File: config.mk
export PLATFORM = sky130hd
export DESIGN_NAME = jlmp_iter
export DESIGN_NICKNAME = d
export VERILOG_FILES = /design/src/design/jlmp_pkg.sv /design/src/design/jlmp_iter.sv
export SDC_FILE = /design/constraint.sdc
export NUM_CORES = 1
export LEC_CHECK = 0
export BUFFER_PORTS_ARGS = -buffer_cell sky130_fd_sc_hd__buf_2
export CORE_ASPECT_RATIO = 1.2
export CORE_UTILIZATION = 45
export DETAILED_ROUTE_END_ITERATION = 8
export SKIP_CTS_REPAIR_TIMING = 1
export SLEW_MARGIN = 25
export SYNTH_ARGS = -nofsm -noshare
export SYNTH_HDL_FRONTEND = slang
export SYNTH_SLANG_ARGS = --single-unit
File: constraint.sdc
create_clock -name aclk -period 6.05 [get_ports aclk]
set_input_delay 0 -clock aclk [delete_from_list [all_inputs] [get_ports aclk]]
set_output_delay 0 -clock aclk [all_outputs]
set_load 0.005 [all_outputs]
File: src/design/jlmp_pkg.sv
// ----------------------------------------------------------------------------
// jlmp_pkg
// Shared codes, constants and types of the jerk-limited motion profile.
// ----------------------------------------------------------------------------
`default_nettype none

package jlmp_pkg;

    // item operation codes
    localparam logic [1:0] OP_STEP   = 2'd0;
    localparam logic [1:0] OP_TARGET = 2'd1;
    localparam logic [1:0] OP_RESET  = 2'd2;

    // motion phases
    localparam logic [2:0] PH_HOLD    = 3'd0;
    localparam logic [2:0] PH_ACCEL   = 3'd1;
    localparam logic [2:0] PH_CRUISE  = 3'd2;
    localparam logic [2:0] PH_BRAKE   = 3'd3;
    localparam logic [2:0] PH_CAPTURE = 3'd4;

    // configuration register indexes
    localparam logic [2:0] REG_CAPTURE_WINDOW  = 3'd0;
    localparam logic [2:0] REG_CAPTURE_SPEED   = 3'd1;
    localparam logic [2:0] REG_SPEED_TOLERANCE = 3'd2;
    localparam logic [2:0] REG_BRAKE_RATE      = 3'd3;
    localparam logic [2:0] REG_DRIVE_RATE      = 3'd4;
    localparam logic [2:0] REG_SPEED_LIMIT     = 3'd5;
    localparam logic [2:0] REG_JERK_LIMIT      = 3'd6;
    localparam logic [2:0] REG_LEAD_TIME       = 3'd7;

    // braking distance saturation value, 2^40
    localparam logic [40:0] DIST_CAP = 41'h100_0000_0000;

    // iteration counts of the shared divide / root unit
    localparam logic [5:0] DIV_STEPS  = 6'd40;
    localparam logic [5:0] ROOT_STEPS = 6'd32;

    // command to the shared divide / root unit
    typedef struct packed {
        logic start;
        logic root_mode;
    } jlmp_iter_cmd_t;

endpackage

`default_nettype wire

File: src/design/jlmp_iter.sv
// ----------------------------------------------------------------------------
// jlmp_iter
// Shared shift-subtract unit: 64-bit integer square root (one result bit per
// cycle) or saturating 64/32 division capped at 2^40 (one quotient bit per
// cycle). Both modes use the same compare-subtract.
// ----------------------------------------------------------------------------
`default_nettype none

module jlmp_iter (
    input  wire                          aclk,
    input  wire                          aresetn,
    input  wire jlmp_pkg::jlmp_iter_cmd_t cmd,
    input  wire  [63:0]                  operand,
    input  wire  [31:0]                  divisor,
    output logic                         done,
    output logic [40:0]                  result
);
    import jlmp_pkg::*;

    logic        busy_reg;
    logic        mode_reg;
    logic [5:0]  cnt_reg;
    logic [34:0] rem_reg;
    logic [40:0] acc_reg;
    logic [63:0] src_reg;
    logic [31:0] den_reg;

    logic [34:0] shifted;
    logic [34:0] trial;
    logic [34:0] diff;
    logic        ge;

    // shared compare-subtract
    always_comb begin
        if (mode_reg) begin
            shifted = {rem_reg[32:0], src_reg[63:62]};
            trial   = {1'b0, acc_reg[31:0], 2'b01};
        end else begin
            shifted = {rem_reg[33:0], src_reg[63]};
            trial   = {3'b000, den_reg};
        end
        diff = shifted - trial;
        ge   = (shifted >= trial);
    end

    assign done   = busy_reg && (cnt_reg == 6'd0);
    assign result = acc_reg;

    // control
    always_ff @(posedge aclk) begin
        if (!aresetn) begin
            busy_reg <= 1'b0;
        end else if (cmd.start) begin
            busy_reg <= 1'b1;
        end else if (done) begin
            busy_reg <= 1'b0;
        end
    end

    // datapath
    always_ff @(posedge aclk) begin
        if (cmd.start) begin
            mode_reg <= cmd.root_mode;
            den_reg  <= divisor;
            rem_reg  <= '0;
            acc_reg  <= '0;
            src_reg  <= operand;
            if (cmd.root_mode) begin
                cnt_reg <= ROOT_STEPS;
            end else if (operand == 64'd0) begin
                cnt_reg <= 6'd0;
            end else if (divisor == 32'd0 || {8'd0, operand[63:40]} >= divisor) begin
                // quotient at or above the cap
                cnt_reg <= 6'd0;
                acc_reg <= DIST_CAP;
            end else begin
                cnt_reg <= DIV_STEPS;
                rem_reg <= {11'd0, operand[63:40]};
                src_reg <= {operand[39:0], 24'd0};
            end
        end else if (busy_reg && cnt_reg != 6'd0) begin
            rem_reg <= ge ? diff : shifted;
            acc_reg <= {acc_reg[39:0], ge};
            src_reg <= mode_reg ? {src_reg[61:0], 2'b00} : {src_reg[62:0], 1'b0};
            cnt_reg <= cnt_reg - 6'd1;
        end
    end

endmodule

`default_nettype wire

==> flow_summary_export.csv, run 1 <==
group,metric,value,unit
timing,fin_ws,1.56,ns
timing,finalSetupViolCount,0,
finish,seqCellArea,5370,µm²
global_routing,grt_first_pass_wirelength,48.8,mm
synth,async_flop_share,0,%
timing,timing.final.crit_share,74.3,%
placement,dp_slack,1.45,ns
clock_tree,clk_pin_slew_worst_paths,0.07,ns
route,finalWirelength,33.2,mm
die,core_area,24800,µm²
route,num_vias,9506,
synth,synth_top_area_share,46.6,%
synth,syn_nets,1225,
finish,drive_above_1_share,18.0,%
synth,synth_cells,1064,
synth,synth_largest_area_cell,"edfxtp_1",
hold_path,hold_class,"primary input to flop",
die,die_x,148,µm
power_and_ir_drop,ir_drop,0.261,mV
die,rows,63,
die,die_area,26100,µm²
setup_path,worst_setup_path_end_kind,"flop",
finish,area_growth,23.8,%
route,route.met2.wl,16.1,mm
synth,synthTopCellsByCount,"178 x edfxtp_1, 106 x mux2i_1, 77 x nand2_1",
power_and_ir_drop,power,5.76,mW
synth,synth_warnings,0,
global_routing,grt_max_degree,87,
synth,synth_most_common_cell,"edfxtp_1",
placement,dp_hpwl,23.0,mm
timing,rsz0062_at_grt,"no",
route,drt-initial-drc-count,587,
route,met1_length,14.5,mm
die,die_h,177,µm
route,drc,0,
synth,syn_area,11500,µm²
synth,synth_edf_count,178,
setup_path,critPathLaunchType,"flop",
route,via_per_inst,5.88,
die,start_util,46.2,%
clock_tree,cts-htree-levels,4,
route,wl_per_cell,20.5,µm
power_and_ir_drop,power.leakage,5.92,nW
placement,gp_congestion,0.910,
global_routing,grt_pass1_vias,8735,
synth,ys_seq_elements,179,
flow_run,cap_violations,0,
power_and_ir_drop,power.density,406,nW/µm²
finish,fin_nets,1439,
setup_path,critical_path_arrival,4.64,ns
timing,tightest_slew,0.969,ns
clock_tree,cts_buffer_depth,2,
clock_tree,cts_root_buffer,"clkbuf_16",
setup_path,critical_path.max_fanout,27,
finish,largest_reg_flops,64,
finish,fillers,2177,
finish,instances_no_fill,1617,
global_routing,grt_usage,24.6,%
clock_tree,cts_tree,"yes",
timing,fmax,0.223,GHz
outcome,status,"finished, final reports clean",
timing,hold_viol_final,0,
placement,numPortBuffers,141,
setup_path,required,6.20,ns
route,topRoutingLayerUsed,"met4",
clock_tree,numCtsBuffers,17,
global_routing,grt_antenna_before_repair,1,
die,ios,142,
timing,slew_viol_final,0,
synth,seq_area_frac_synth,46.8,%
finish,final_cell_area,14200,µm²
timing,clock_skew,0.0127,ns
timing,fin_setup_tns,0,ns
synth,ys.flop_type,"edfxtp_1",
timing,relSlewSlack,35.4,%
setup_path,worst-setup-path-type,"flop to flop",
synth,synth.distinct_cells,65,
route,dr.pass1.iters,5,
route,antenna_left,0,
synth,ys_top_cells_by_area,"edfxtp_1 47%, mux2i_1 9.3%, ha_1 6.6%, a221o_1 3.7%, mux2_2 3.3%",
finish,multi_input_area,5700,µm²
clock_tree,cts_sinks,179,
timing,post-route-min-period,4.49,ns
clock_tree,insertion_delay,0.45,ns
route,route.met3.wl,1.63,mm
placement,placed_area,12500,µm²
synth,avgSynthCellArea,10.8,µm²
global_routing,grt-ovfl-total,0,
placement,dp.cells,1476,
==> logic make-up after synthesis <==
kind of cell / Yosys count / share of synthesized area [%]
mux: 140 / 12.6
fa+ha+maj: 61 / 6.72
xor+xnor: 30 / 2.29
simple gates: 295 / 12.9
compound gates: 247 / 14.9
buf+inv: 112 / 3.77
flops: 179 / 46.8
==> critical path: stages, from the launching register on <==
cell and delay, ns:
edfxtp_1 0.39, buf_4 0.38, mux2_2 0.40, ha_1 0.41, o21ai_0 0.12, a21oi_1 0.21, o31ai_1 0.16, a21o_1 0.24
or4_4 0.61, nand2_1 0.58, buf_4 0.30, mux2i_1 0.26, o22ai_1 0.12
==> where the power goes <==
group | total [mW] | internal, mW | switching, mW
clock network | 1.17 | 0.657 | 0.515
registers | 1.81 | 1.68 | 0.130
logic | 2.77 | 1.18 | 1.59
==> metal layers <==
layer / GRT usage, % / vias up
met5: 0 / -
met4: 9.45 / 0
met3: 3.63 / 57
met2: 40.0 / 323
met1: 33.0 / 4607
li1: - / 4519
==> cells in the final DEF, fill, tap and decap left out, types with 7 or more instances in the layout <==
master / count
a211oi_1: 7
a21o_1: 17
a21oi_1: 67
a221o_1: 42
buf_2: 140
buf_4: 9
clkbuf_16: 17
dlygate4sd3_1: 107
edfxtp_1: 178
ha_1: 60
inv_1: 45
mux2_2: 34
mux2i_1: 106
nand2_1: 76
nand3_1: 14
nand4_1: 17
nor2_1: 76
nor2b_1: 43
nor3_1: 8
nor4_1: 27
o211ai_1: 8
o21ai_0: 16
o22ai_1: 48
xnor2_1: 23
xor2_1: 7
==> cell type report <==
type,instances,area share [%]
diodes,1,0.0176
clock buffers,18,3.03
clock inverters,14,1.23
inverters,45,1.19
multi-input cells,773,40.2
flip-flops and latches,179,37.8
well taps,325,2.87
repair buffers,262,13.7
==> through the flow <==
stage	hold slack (ns)	util (%)
finish	0.00160	57.1
global route	0.00136	57.1
CTS	-0.270	52.7
detailed placement	0.192	50.3
global placement	0.190	50.2
floorplan	0.0989	-
==> path summary, 6_finish.rpt <==
check / startpoint / endpoint / slack, ns / cells past startpoint
worst max-delay path: mode_reg / rem_reg[15] / 1.56 / 12
worst min-delay path: operand[49] / src_reg[49] / 0.002 / 2
worst max register to register: mode_reg / rem_reg[15] / 1.56 / 12
worst min register to register: result[36] / result[37] / 0.56 / 1
Power figures use the tool's default switching activity.
==> run 2: changes to the inputs <==
Settings changed: PLACE_DENSITY set to 0.67.
Clock period 6.05 ns to 4.1 ns, I/O delays scaled along.
==> run 2 against run 1 <==
The run now ends with negative hold slack left. Critical path depth is 1 higher. Cell area is 1.5% higher. Critical endpoint is now rem_reg[33]. Register-to-register slack worse by 1.4 ns. Critical path type unchanged. Largest power group unchanged. Core utilization is 0.88 points higher.
==> flow_summary_export.csv, run 2 (synthesized netlist as in run 1, its figures left out) <==
group,metric,value,unit
outcome,status,"finished with violations",
outcome,violations,"negative hold slack",
die,die_x,148,µm
setup_path,crit_slowest_cell,"or4_4",
route,antenna_left,0,
timing,tightest_slew,1.04,ns
placement,placed_area,12700,µm²
placement,numPortBuffers,141,
setup_path,cpPeakStageDelay,0.53,ns
timing,relSlewSlack,30.6,%
setup_path,critPathLaunchType,"flop",
clock_tree,cts_tree,"yes",
setup_path,path_cells,"buf_12, buf_4, mux2_2, ha_1, o21ai_1, a21oi_1, o31ai_1, a21o_1, or4_4, and2_1, buf_4, or4_1, o211ai_1",
setup_path,critical_path_arrival,4.20,ns
global_routing,grt_usage,24.8,%
global_routing,grt_max_degree,141,
setup_path,required,4.39,ns
route,drc,0,
power_and_ir_drop,power.leakage,6.03,nW
finish,final_cell_mix,"178 x edfxtp_1, 140 x buf_2, 109 x dlygate4sd3_1, 105 x mux2i_1, 76 x nand2_1",
timing,clock_skew,0.0116,ns
setup_path,worst-setup-path-type,"flop to flop",
route,finalWirelength,33.3,mm
finish,largest_reg_flops,64,
finish,seqCellArea,5370,µm²
timing,finalSetupViolCount,0,
finish,fin_nets,1465,
route,wl_per_cell,20.3,µm
finish,area_growth,25.7,%
timing,fin_setup_tns,0,ns
power_and_ir_drop,power.density,609,nW/µm²
clock_tree,cts_buffer_depth,2,
route,drt-initial-drc-count,740,
clock_tree,insertion_delay,0.46,ns
setup_path,critical_path.max_fanout,20,
die,die_h,177,µm
die,core_area,24800,µm²
timing,post-route-min-period,3.91,ns
timing,slew_viol_final,0,
setup_path,crit_buf_inv,3,
timing,timing.final.crit_share,95.3,%
finish,n_antenna_cell,0,
finish,final_common_cell,"edfxtp_1",
power_and_ir_drop,ir_drop,0.355,mV
finish,fillers,2127,
global_routing,grt-ovfl-total,0,
clock_tree,cts_root_buffer,"clkbuf_16",
die,start_util,46.2,%
clock_tree,clk_pin_slew_worst_paths,0.07,ns
finish,fin_util,58.0,%
timing,rsz0062_at_grt,"no",
die,ios,142,
route,via_per_inst,5.84,
timing,fmax,0.256,GHz
flow_run,cap_violations,0,
hold_path,hold_class,"primary input to flop",
clock_tree,cts_sinks,179,
route,num_vias,9589,
setup_path,crit_top_cell,"buf_4",
die,die_area,26100,µm²
finish,multi_input_area,5720,µm²
placement,dp_hpwl,23.1,mm
timing,whs,-0.0118,ns
finish,final_cell_area,14400,µm²
die,rows,63,
global_routing,grt_first_pass_wirelength,49.4,mm
setup_path,critPathTopFamily,"simple AND/OR/NAND/NOR gates",
clock_tree,numCtsBuffers,17,
clock_tree,cts-htree-levels,4,
placement,gp_congestion,0.917,
finish,drive_above_1_share,19.5,%
global_routing,grt_antenna_before_repair,0,
timing,hold_viol_final,3,
global_routing,grt_pass1_vias,9044,
setup_path,worst_setup_path_end_kind,"flop",
route,dr.pass1.iters,5,
==> run 2: changes by cell type in the layout (fill, tap and decap cells not counted), moves of 2 or more <==
| cell | change |
|---|---|
| buf_12 | +2 |
| inv_6 | -2 |
| a21oi_2 | +2 |
| buf_4 | +24 |
| clkinv_4 | +2 |
| buf_8 | -2 |
| dlygate4sd3_1 | +2 |
| clkinv_2 | -3 |
| clkinv_1 | +2 |
==> run 2: worst reg2reg max path, stage by stage, from the launching register on <==
cell and delay, ns:
edfxtp_1 0.45, buf_12 0.20, buf_4 0.20, mux2_2 0.36, ha_1 0.33, o21ai_1 0.07
a21oi_1 0.22, o31ai_1 0.10, a21o_1 0.24, or4_4 0.53, and2_1 0.25, buf_4 0.19
or4_1 0.52, o211ai_1 0.11
==> run 2: worst paths after layout <==
path          startpoint           to  slack (ns)  depth (start not counted)
max reg2reg     mode_reg  rem_reg[33]        0.19                         13
min reg2reg   result[32]   result[33]        0.57                          1
max             mode_reg  rem_reg[33]        0.19                         13
min          operand[62]  rem_reg[22]       -0.01                          3
==> run 2: area by class of cell <==
class                           count  area share (%)
Clock buffer                       19            3.01
Clock inverter                     12            1.09
Inverter                           45            1.17
Multi-Input combinational cell    773            39.7
Sequential cell                   179            37.3
Tap cell                          325            2.82
Timing Repair Buffer              288            14.9
==> run 2: per-stage QoR <==
stage	total power, mW	setup WS, ns	hold slack [ns]	cells
after floorplan	5.61	-0.0237	0.0989	1064
after global placement	6.90	0.0595	0.189	1501
after detailed placement	6.88	0.130	0.191	1501
after CTS	8.58	0.0875	-0.275	1532
after global routing	9.28	0.00461	0.00216	1641
final	8.77	0.193	-0.0118	1641
==> run 2: per-layer routing <==
| metal | vias up | part of all wire [%] | track usage (%) |
|---|---|---|---|
| li1 | 4572 | - | - |
| met1 | 4617 | 43 | 32.9 |
| met2 | 339 | 49 | 40.9 |
| met3 | 61 | 5.8 | 4.12 |
| met4 | 0 | 2.6 | 8.46 |
| met5 | - | 0 | 0 |
==> run 2: report_power, final <==
group | total, mW | switching, mW | internal [mW]
clock | 1.69 | 0.734 | 0.957
combinational | 4.41 | 2.44 | 1.96
sequential | 2.67 | 0.187 | 2.48
